**config.mk**
```make
export PLATFORM = sky130hd
export DESIGN_NAME = cid_base32_digest_extractor_top
export DESIGN_NICKNAME = d
export VERILOG_FILES = /design/src/rtl/cbde_pkg.sv /design/src/rtl/cbde_cfg.sv /design/src/rtl/cbde_step.sv /design/src/rtl/cid_base32_digest_extractor_top.sv
export SDC_FILE = /design/constraint.sdc
export NUM_CORES = 1
export LEC_CHECK = 0
export BUFFER_PORTS_ARGS = -buffer_cell sky130_fd_sc_hd__buf_2
export CAP_MARGIN = 30
export CELL_PAD_IN_SITES_DETAIL_PLACEMENT = 1
export CELL_PAD_IN_SITES_GLOBAL_PLACEMENT = 1
export CORE_MARGIN = 2
export CORE_UTILIZATION = 39
export DETAILED_ROUTE_END_ITERATION = 8
export PLACE_DENSITY = 0.78
export SETUP_SLACK_MARGIN = 0.15
export SKIP_CTS_REPAIR_TIMING = 1
export SLEW_MARGIN = 20
export SYNTH_ARGS = -nofsm -noshare
export SYNTH_HDL_FRONTEND = slang
export SYNTH_SLANG_ARGS = --single-unit
```
**constraint.sdc**
```tcl
create_clock -name clk -period 3.5 [get_ports clk]
set_input_delay 0.875 -clock clk [delete_from_list [all_inputs] [get_ports clk]]
set_output_delay 0.875 -clock clk [all_outputs]
set_load 0.02 [all_outputs]
```
**src/rtl/cbde_pkg.sv**
```systemverilog
// Package for the content identifier base32 digest extractor.
// Holds the sizing constants, state, configuration and result types and the symbol map.
// Depends on nothing; every other file in rtl imports it.
package cbde_pkg;

    localparam int ID_CHARS      = 59;
    localparam int CONTENT_BYTES = 36;
    localparam int DIGEST_BYTES  = 32;

    localparam int CFG_IDX_W = 3;

    localparam logic [CFG_IDX_W-1:0] CFG_PREFIX     = 3'd0;
    localparam logic [CFG_IDX_W-1:0] CFG_VERSION    = 3'd1;
    localparam logic [CFG_IDX_W-1:0] CFG_CODEC      = 3'd2;
    localparam logic [CFG_IDX_W-1:0] CFG_HASH_TYPE  = 3'd3;
    localparam logic [CFG_IDX_W-1:0] CFG_DIGEST_LEN = 3'd4;

    localparam logic [7:0] RST_PREFIX     = 8'd98;
    localparam logic [7:0] RST_VERSION    = 8'd1;
    localparam logic [7:0] RST_CODEC      = 8'd85;
    localparam logic [7:0] RST_HASH_TYPE  = 8'd18;
    localparam logic [7:0] RST_DIGEST_LEN = 8'd32;

    localparam logic [7:0] CHAR_PAD   = 8'h3D;
    localparam logic [7:0] CHAR_UP_A  = 8'h41;
    localparam logic [7:0] CHAR_UP_Z  = 8'h5A;
    localparam logic [7:0] CHAR_LO_A  = 8'h61;
    localparam logic [7:0] CHAR_LO_Z  = 8'h7A;
    localparam logic [7:0] CHAR_TWO   = 8'h32;
    localparam logic [7:0] CHAR_SEVEN = 8'h37;
    localparam logic [4:0] DIGIT_BASE = 5'd26;

    localparam logic [6:0] CHAR_COUNT_MAX = 7'd127;
    localparam logic [5:0] BYTE_COUNT_MAX = 6'd63;

    typedef struct packed {
        logic [7:0] prefix_char;
        logic [7:0] expected_version;
        logic [7:0] expected_codec;
        logic [7:0] expected_hash_type;
        logic [7:0] expected_digest_len;
    } cbde_cfg_t;

    typedef struct packed {
        logic [6:0]  char_count;
        logic [11:0] bit_buffer;
        logic [3:0]  bit_count;
        logic [5:0]  byte_count;
        logic        pad_seen;
        logic        failed;
    } cbde_state_t;

    typedef struct packed {
        logic       present;
        logic       byte_valid;
        logic [7:0] digest_byte;
        logic [4:0] digest_index;
        logic       done_res;
        logic       cid_ok;
    } cbde_result_t;

    // Bit 5 set marks a character that is not a base32 symbol.
    function automatic logic [5:0] symbol_value(input logic [7:0] c);
        logic [7:0] d;
        begin
            d = 8'd0;
            if (c >= CHAR_UP_A && c <= CHAR_UP_Z)
            begin
                d = c - CHAR_UP_A;
                symbol_value = {1'b0, d[4:0]};
            end
            else if (c >= CHAR_LO_A && c <= CHAR_LO_Z)
            begin
                d = c - CHAR_LO_A;
                symbol_value = {1'b0, d[4:0]};
            end
            else if (c >= CHAR_TWO && c <= CHAR_SEVEN)
            begin
                d = c - CHAR_TWO;
                symbol_value = {1'b0, d[4:0] + DIGIT_BASE};
            end
            else
            begin
                symbol_value = 6'b100000;
            end
        end
    endfunction

endpackage

```
**src/rtl/cbde_cfg.sv**
```systemverilog
// Configuration register file of the digest extractor.
// Holds the prefix character and the four expected header bytes; uses cbde_pkg.
module cbde_cfg
    import cbde_pkg::*;
(
    input  logic                 clk,
    input  logic                 rst_n,
    input  logic                 cfg_valid,
    output logic                 cfg_ready,
    input  logic [CFG_IDX_W-1:0] cfg_index,
    input  logic [7:0]           cfg_data,
    output cbde_cfg_t            cfg
);

    cbde_cfg_t cfg_reg;
    cbde_cfg_t cfg_next;

    assign cfg_ready = 1'b1;
    assign cfg = cfg_reg;

    always_comb
    begin
        cfg_next = cfg_reg;
        if (cfg_valid)
        begin
            unique case (cfg_index)
                CFG_PREFIX:     cfg_next.prefix_char         = cfg_data;
                CFG_VERSION:    cfg_next.expected_version    = cfg_data;
                CFG_CODEC:      cfg_next.expected_codec      = cfg_data;
                CFG_HASH_TYPE:  cfg_next.expected_hash_type  = cfg_data;
                CFG_DIGEST_LEN: cfg_next.expected_digest_len = cfg_data;
                default:        cfg_next = cfg_reg;
            endcase
        end
    end

    always_ff @(posedge clk or negedge rst_n)
    begin
        if (!rst_n)
        begin
            cfg_reg.prefix_char         <= RST_PREFIX;
            cfg_reg.expected_version    <= RST_VERSION;
            cfg_reg.expected_codec      <= RST_CODEC;
            cfg_reg.expected_hash_type  <= RST_HASH_TYPE;
            cfg_reg.expected_digest_len <= RST_DIGEST_LEN;
        end
        else
        begin
            cfg_reg <= cfg_next;
        end
    end

endmodule

```
**src/rtl/cbde_step.sv**
```systemverilog
// Decode step of the digest extractor: one character against the running state.
// Gives the next state and the result item; uses cbde_pkg.
module cbde_step
    import cbde_pkg::*;
(
    input  cbde_cfg_t    cfg,
    input  cbde_state_t  state,
    input  logic [7:0]   char_code,
    input  logic         last_char,
    output cbde_state_t  state_next,
    output cbde_result_t result
);

    localparam logic [6:0] CONTENT_LIMIT = 7'(CONTENT_BYTES);
    localparam logic [6:0] DIGEST_LIMIT  = 7'(DIGEST_BYTES);
    localparam logic [6:0] ID_LIMIT      = 7'(ID_CHARS);

    logic        first;
    logic [5:0]  sym;
    logic [11:0] shifted;
    logic [3:0]  bits_added;
    logic [3:0]  bits_left;
    logic [11:0] byte_wide;
    logic [7:0]  dbyte;
    logic [5:0]  n;
    logic [6:0]  dig_pos;
    logic        emit;
    cbde_state_t ns;

    always_comb
    begin
        ns = state;
        emit = 1'b0;
        dbyte = 8'd0;
        first = (state.char_count == 7'd0);
        sym = symbol_value(char_code);
        shifted = {state.bit_buffer[6:0], sym[4:0]};
        bits_added = state.bit_count + 4'd5;
        bits_left = bits_added - 4'd8;
        byte_wide = shifted >> bits_left;
        n = state.byte_count;
        dig_pos = {1'b0, n} - 7'd4;

        if (state.char_count != CHAR_COUNT_MAX)
        begin
            ns.char_count = state.char_count + 7'd1;
        end

        if (first)
        begin
            if (char_code != cfg.prefix_char)
            begin
                ns.failed = 1'b1;
            end
        end
        else if (!state.pad_seen && !state.failed)
        begin
            if (char_code == CHAR_PAD)
            begin
                ns.pad_seen = 1'b1;
            end
            else if (sym[5])
            begin
                ns.failed = 1'b1;
            end
            else if (bits_added < 4'd8)
            begin
                ns.bit_buffer = shifted;
                ns.bit_count = bits_added;
            end
            else
            begin
                ns.bit_count = bits_left;
                ns.bit_buffer = shifted & ((12'd1 << bits_left) - 12'd1);
                if ({1'b0, n} >= CONTENT_LIMIT)
                begin
                    ns.failed = 1'b1;
                end
                else
                begin
                    if (n != BYTE_COUNT_MAX)
                    begin
                        ns.byte_count = n + 6'd1;
                    end
                    case (n)
                        6'd0:
                        begin
                            if (byte_wide[7:0] != cfg.expected_version) ns.failed = 1'b1;
                        end
                        6'd1:
                        begin
                            if (byte_wide[7:0] != cfg.expected_codec) ns.failed = 1'b1;
                        end
                        6'd2:
                        begin
                            if (byte_wide[7:0] != cfg.expected_hash_type) ns.failed = 1'b1;
                        end
                        6'd3:
                        begin
                            if (byte_wide[7:0] != cfg.expected_digest_len) ns.failed = 1'b1;
                        end
                        default:
                        begin
                            if (dig_pos < DIGEST_LIMIT)
                            begin
                                emit = 1'b1;
                                dbyte = byte_wide[7:0];
                            end
                        end
                    endcase
                end
            end
        end

        result.present = emit || last_char;
        result.byte_valid = emit;
        result.digest_byte = dbyte;
        result.digest_index = emit ? dig_pos[4:0] : 5'd0;
        result.done_res = last_char;
        result.cid_ok = last_char && !ns.failed && (ns.char_count == ID_LIMIT)
                        && ({1'b0, ns.byte_count} == CONTENT_LIMIT);

        state_next = ns;
        if (last_char)
        begin
            state_next = '0;
        end
    end

endmodule

```
**src/rtl/cid_base32_digest_extractor_top.sv**
```systemverilog
// Path: an accepted item is held in the input register, passes the decode step and, if it
// gives a result item, is registered in the result register, which drives the outputs.
// Throughput: one character item per cycle while results are taken, set by the single decode
// step between the input and result registers; a stalled result holds the input register.
// Reset clears the decode state and the valid flags of both pipeline registers and loads
// the default configuration: prefix 'b', version 1, codec 85, hash type 18, digest length 32.
module cid_base32_digest_extractor_top
    import cbde_pkg::*;
(
    input  logic                 clk,
    input  logic                 rst_n,
    input  logic                 item_valid,
    output logic                 item_stall,
    input  logic [7:0]           char_code,
    input  logic                 last_char,
    output logic                 result_valid,
    input  logic                 result_stall,
    output logic                 byte_valid,
    output logic [7:0]           digest_byte,
    output logic [4:0]           digest_index,
    output logic                 done_res,
    output logic                 cid_ok,
    input  logic                 cfg_valid,
    output logic                 cfg_ready,
    input  logic [CFG_IDX_W-1:0] cfg_index,
    input  logic [7:0]           cfg_data
);

    cbde_cfg_t    cfg;
    cbde_state_t  state_reg;
    cbde_state_t  state_next;
    cbde_result_t step_res;
    cbde_result_t res_reg;

    logic       in_vld_reg;
    logic [7:0] char_reg;
    logic       last_reg;
    logic       out_vld_reg;
    logic       out_free;
    logic       advance;
    logic       take;

    cbde_cfg u_cfg (
        .clk       (clk),
        .rst_n     (rst_n),
        .cfg_valid (cfg_valid),
        .cfg_ready (cfg_ready),
        .cfg_index (cfg_index),
        .cfg_data  (cfg_data),
        .cfg       (cfg)
    );

    cbde_step u_step (
        .cfg        (cfg),
        .state      (state_reg),
        .char_code  (char_reg),
        .last_char  (last_reg),
        .state_next (state_next),
        .result     (step_res)
    );

    assign out_free = !out_vld_reg || !result_stall;
    assign advance = in_vld_reg && out_free;
    assign item_stall = in_vld_reg && !out_free;
    assign take = item_valid && !item_stall;

    always_ff @(posedge clk or negedge rst_n)
    begin
        if (!rst_n)
        begin
            in_vld_reg <= 1'b0;
            out_vld_reg <= 1'b0;
            state_reg <= '0;
        end
        else
        begin
            if (take)
            begin
                in_vld_reg <= 1'b1;
            end
            else if (advance)
            begin
                in_vld_reg <= 1'b0;
            end
            if (out_free)
            begin
                out_vld_reg <= advance && step_res.present;
            end
            if (advance)
            begin
                state_reg <= state_next;
            end
        end
    end

    always_ff @(posedge clk)
    begin
        if (take)
        begin
            char_reg <= char_code;
            last_reg <= last_char;
        end
        if (advance && step_res.present)
        begin
            res_reg <= step_res;
        end
    end

    assign result_valid = out_vld_reg;
    assign byte_valid = res_reg.byte_valid;
    assign digest_byte = res_reg.digest_byte;
    assign digest_index = res_reg.digest_index;
    assign done_res = res_reg.done_res;
    assign cid_ok = res_reg.cid_ok;

endmodule
```
==> flow_summary.toml, run 1 <==
[status]
outcome = "completed"

[drt]
initialDrtViolationCount = 344
vias = 4722
drtAntennaViolNets = 0
post_drt_wl_per_cell_um = 20.5
dr.pass1.iters = 5
wl_um = 16400
route.detailed.drc = 0
via_per_inst = 5.90

[synth]
synthCells = 558
synth_enable_flop_cells = 25
synth_adder_area_share_pct = 4.59
syn-num-nets = 604
synthMuxAreaShare_pct = 10.7
synth_compound_area_share_pct = 17.0
synth_top_family_by_area = "compound AO/OA/AOI/OAI gates"
yosys-top-cells-area = "dfrtp_1 (24%), edfxtp_1 (13%), mux2_2 (9.0%)"
ys_async_sr_fraction_pct = 72.8
yosysWarnings = 0
synth.avg_cell_area_um2 = 10.3
ys_types = 83
yosysSeqAreaShare_pct = 42.6
synthSimpleGateAreaFrac_pct = 17.0
yosys_register_bits = 92
synth_top_area_share_pct = 24.5
synth_flop_cell = "dfrtp_1"
yosysTopAreaCell = "dfrtp_1"
synthesis.area_um2 = 5720
synth_xor_xnor_area_share_pct = 3.48

[worst_setup_path]
critPathLaunchType = "flop"
r2r_cells = 10
rr_startpoint = "state_reg[3]$_DFFE_PN0P_"
r2r_setup_slack_ns = 0.23
crit_type = "reg2reg"
critPathCaptureType = "flop"
required_ns = 3.69
cp_data_arrival_time_ns = 3.46
r2r-end = "cid_ok$_DFFE_PP_"
critPathMaxFanout = 9

[clock_tree]
clockBufferDepth = 2
cts_max_level = 3
clock_latency_ns = 0.36
cts-root-buf = "clkbuf_16"
clock_sinks = 92
cts_tree = "built"
clk_pin_slew_ns = 0.08
numCtsBuffers = 9

[cells_and_area]
syn_to_final_growth_pct = 16.5
nFillCells = 1636
fin_nets = 657
largest_reg_flops = 40
drive_above_1_share_pct = 32.3
diodes = 0

[global_routing]
overflow = 0
grt_antenna_before_repair = 0
grt_pass1_wl_um = 26500
grt_pass1_vias = 4880
grt_usage_pct = 21.1
grt_max_degree = 68

[sta]
hold_violations = 0
grt_setup_unrepaired = "true"
min_period_ns = 3.27
whs_ns = 0.516
setup_viol = 0
timing.slew.headroom_pct = 31.6
worst_slew_pin_slew_ns = 1.02
fin_worst_skew_ns = 0.00860
fmax_ghz = 0.306
slew_violations = 0
tns_ns = 0
post-route-period-util_pct = 93.3

[die]
initial_core_util_pct = 39.7
die_w_um = 125
die-area_um2 = 15700
core_um2 = 14400
pin_count = 44
die_y_um = 125
rows = 44

[pwr]
p_per_area_nw_per_um2 = 522
p_leak_nw = 2.68
ir_worst_vdd_uv = 390
total_power_mw = 3.48

[placed_design]
hpwl_um = 12000
port_buffers = 42
gp_congestion = 0.934

[min_path]
min_from = "u_cfg.cfg[17]$_DFFE_PN0P_"
hold_class = "reg2reg"
hold_depth = 1
holdPathEnd = "u_cfg.cfg[17]$_DFFE_PN0P_"

[flow_run]
timing.max_cap.violations = 0
cells in the final DEF (no fill, tap or decap), drive strengths merged, types with 17 or more instances in the layout:
cell type and count:
a21oi 35, buf 76, dfrtp 56, edfxtp 25, ha 21, inv 20
mux2 46, nand2 42, nand3 19, nor2 43, nor3 17, o21ai 28
critical path, cell delays in order (launching register included):
cell and delay, ns:
dfrtp_2 0.44, inv_1 0.13, ha_2 0.27, o31ai_4 0.41, buf_4 0.20, o2bb2ai_1 0.18, o21ai_0 0.16, a2111oi_1 0.41
nand4_1 0.14, o41a_1 0.48, nor4_2 0.26
Yosys cell counts (5+ instances only):
master	count
a32o_1	7
ha_1	21
clkbuf_1	19
xnor2_1	9
nor3_1	17
o31ai_1	5
xor2_1	10
mux2_2	46
dfstp_2	11
a31oi_1	8
o22ai_1	5
o21ai_0	24
nand3_1	19
nor2_1	43
and3_1	5
inv_1	13
a222oi_1	8
nand2_1	41
buf_2	5
and2_1	7
nor2b_1	6
nand4_1	6
nor4_1	5
edfxtp_1	25
nor3b_1	9
dfrtp_1	56
a21oi_1	35
mux2i_1	5
where the power goes:
| part | internal (mW) | switching, mW | total [mW] | leakage (nW) |
|---|---|---|---|---|
| combinational | 0.457 | 0.571 | 1.03 | 1.46 |
| clock | 0.553 | 0.479 | 1.03 | 0.156 |
| sequential | 1.28 | 0.148 | 1.42 | 1.07 |
area by class of cell:
class / count / area (um2) / area share, %
multi-input cells: 417 / 3140 / 47.1
flip-flops and latches: 92 / 2440 / 36.7
repair buffers: 76 / 478 / 7.17
clock buffers: 10 / 250 / 3.75
well taps: 184 / 230 / 3.45
clock inverters: 6 / 65.1 / 0.975
inverters: 15 / 57.6 / 0.863
per-stage QoR:
step / cell area (um2) / setup WS [ns] / instances / utilization [%]
floorplan: 5730 / 0.162 / 558 / -
global placement: 6200 / 0.216 / 779 / 43.0
detailed placement: 6200 / -0.0369 / 779 / 43.0
CTS: 6510 / -0.0783 / 795 / 45.1
global route: 6670 / 0.123 / 800 / 46.2
finish: 6670 / 0.234 / 800 / 46.2
routing by layer:
metal  up-vias  track usage [%]  wire length (um)
met5         -                0                 0
met4         0             6.67               343
met2       130             34.6              7800
li1       2180                -                 -
met3        32             3.29               699
met1      2380             29.0              7560
worst max path at each step:
| stage | end | start | slack [ns] |
|---|---|---|---|
| CTS | cid_ok$_DFFE_PP_ | state_reg[3]$_DFFE_PN0P_ | -0.08 |
| floorplan | cid_ok$_DFFE_PP_ | state_reg[8]$_DFFE_PN0P_ | 0.16 |
| global route | cid_ok$_DFFE_PP_ | state_reg[3]$_DFFE_PN0P_ | 0.12 |
| global placement | cid_ok$_DFFE_PP_ | state_reg[3]$_DFFE_PN0P_ | 0.22 |
| finish | cid_ok$_DFFE_PP_ | state_reg[3]$_DFFE_PN0P_ | 0.23 |
| detailed placement | cid_ok$_DFFE_PP_ | state_reg[3]$_DFFE_PN0P_ | -0.04 |
cells by family (layout without fill, tap and decap cells):
logic type,after synthesis,after routing
simple gates,184,184
compound gates,137,137
flops,92,92
mux,53,53
buf+inv,49,107
fa+ha+maj,21,21
xor+xnor,21,21
other cells,1,1
Power figures use the tool's default switching activity.
==> run 2: changes to the inputs <==
- BUFFER_PORTS_ARGS: -buffer_cell sky130_fd_sc_hd__buf_2 -> -buffer_cell sky130_fd_sc_hd__clkbuf_2
==> flow_summary.toml, run 2 (same netlist as run 1, synthesis figures left out) <==
[cells_and_area]
final_cell_mix = "dfrtp_1 (53), mux2_2 (46), nor2_1 (43), clkbuf_2 (42), nand2_1 (41)"
diodes = 0
fin_nets = 663
nFillCells = 1613
final_util_pct = 46.9
drive_above_1_share_pct = 33.8
largest_reg_flops = 40
final_area_um2 = 6760
syn_to_final_growth_pct = 18.1
fin_cells = 806
multiInputGateArea_um2 = 3190
regArea_um2 = 2440
layout_commonest_cell = "dfrtp_1"

[sta]
tns_ns = 0
grt_setup_unrepaired = "true"
hold_violations = 0
worst_slew_pin_slew_ns = 0.943
min_period_ns = 3.27
fmax_ghz = 0.306
post-route-period-util_pct = 93.3
whs_ns = 0.517
setup_viol = 0
fin_worst_skew_ns = 0.00767
slew_violations = 0
worst_slack_ns = 0.235
timing.slew.headroom_pct = 36.7

[clock_tree]
numCtsBuffers = 9
clockBufferDepth = 2
cts_tree = "built"
cts_max_level = 3
clock_sinks = 92
clk_pin_slew_ns = 0.07
clock_latency_ns = 0.36
cts-root-buf = "clkbuf_16"

[placed_design]
pre_cts_ws_ns = -0.00597
dpl_cell_area_um2 = 6210
hpwl_um = 11600
gp_congestion = 0.898
dp.cells = 779
port_buffers = 42

[die]
core_um2 = 14400
die_w_um = 125
rows = 44
initial_core_util_pct = 39.7
die_y_um = 125
die-area_um2 = 15700
pin_count = 44

[global_routing]
grt_max_degree = 68
grt_pass1_vias = 4884
grt_usage_pct = 21.2
overflow = 0
grt_pass1_wl_um = 26600
grt_antenna_before_repair = 0

[worst_setup_path]
cp-startpoint = "char_reg[1]$_DFFE_PP_"
critPathTopFamily = "compound AO/OA/AOI/OAI gates"
crit_chain = "inv_1 > ha_2 > or3b_4 > o31ai_4 > nor3_1 > or2_4 > a221o_1 > mux2i_1 > nand2_1 > o41a_1 > nor4_2"
critPathCaptureType = "flop"
max_stage_delay_ns = 0.45
cp_data_arrival_time_ns = 3.45
cp.buffers_inverters = 1
critPathSlowestCell = "o41a_1"
crit_type = "reg2reg"
rr_startpoint = "char_reg[1]$_DFFE_PP_"
critPathLaunchType = "flop"
required_ns = 3.69
critPathMaxFanout = 5

[drt]
wl_um = 16500
drtAntennaViolNets = 0
post_drt_wl_per_cell_um = 20.5
initialDrtViolationCount = 346
vias = 4772
dr.pass1.iters = 5
route.detailed.drc = 0
via_per_inst = 5.92

[pwr]
p_leak_nw = 2.72
p_per_area_nw_per_um2 = 519
ir_worst_vdd_uv = 271
total_power_mw = 3.51

[min_path]
min_from = "u_cfg.cfg[6]$_DFFE_PN0P_"
hold_class = "reg2reg"

[flow_run]
timing.max_cap.violations = 0

[status]
outcome = "completed"
## run 2: changes by cell type in the layout (fill, tap and decap cells not counted), sizes merged
cell / before / now
clkbuf: 10 / 53
buf: 76 / 40
inv: 20 / 17
clkinv: 1 / 3
## run 2: final cells by class
class / count / share of cell area (%)
Clock inverter: 5 / 0.759
Sequential cell: 92 / 36.2
Tap cell: 184 / 3.40
Inverter: 15 / 0.851
Clock buffer: 11 / 3.76
Multi-Input combinational cell: 417 / 47.2
Timing Repair Buffer: 82 / 7.92
## run 2: per-layer routing
layer	wire length, um	part of all wire, %	vias up	GRT usage [%]
met5	0	0	-	0
met4	397	2.4	0	8.30
met3	763	4.6	31	3.04
met2	8070	49	133	34.3
met1	7310	44	2413	28.9
li1	-	-	2195	-
## run 2: power breakdown
part | internal (mW) | total, mW | switching [mW] | leakage, nW
Combinational | 0.491 | 1.09 | 0.599 | 1.50
Sequential | 1.28 | 1.42 | 0.142 | 1.07
Clock | 0.541 | 1.00 | 0.460 | 0.150
Total | 2.31 | 3.51 | 1.20 | 2.72
## run 2: worst register-to-register path: stages, from the launching register on
cell      delay [ns]
edfxtp_1        0.39
inv_1           0.10
ha_2            0.19
or3b_4          0.41
o31ai_4         0.33
nor3_1          0.11
or2_4           0.28
a221o_1         0.38
mux2i_1         0.17
nand2_1         0.08
o41a_1          0.45
nor4_2          0.23
## run 2: final timing paths
check                                       endpoint  slack, ns  cells after the start
min reg2reg                 u_cfg.cfg[6]$_DFFE_PN0P_       0.52                      1
min                         u_cfg.cfg[6]$_DFFE_PN0P_       0.52                      1
max reg2reg                         cid_ok$_DFFE_PP_       0.23                     11
max in group asynchronous  u_cfg.cfg[38]$_DFFE_PN1P_       2.62                      2
max                                 cid_ok$_DFFE_PP_       0.23                     11
min in group asynchronous   state_reg[6]$_DFFE_PN0P_       0.54                      2
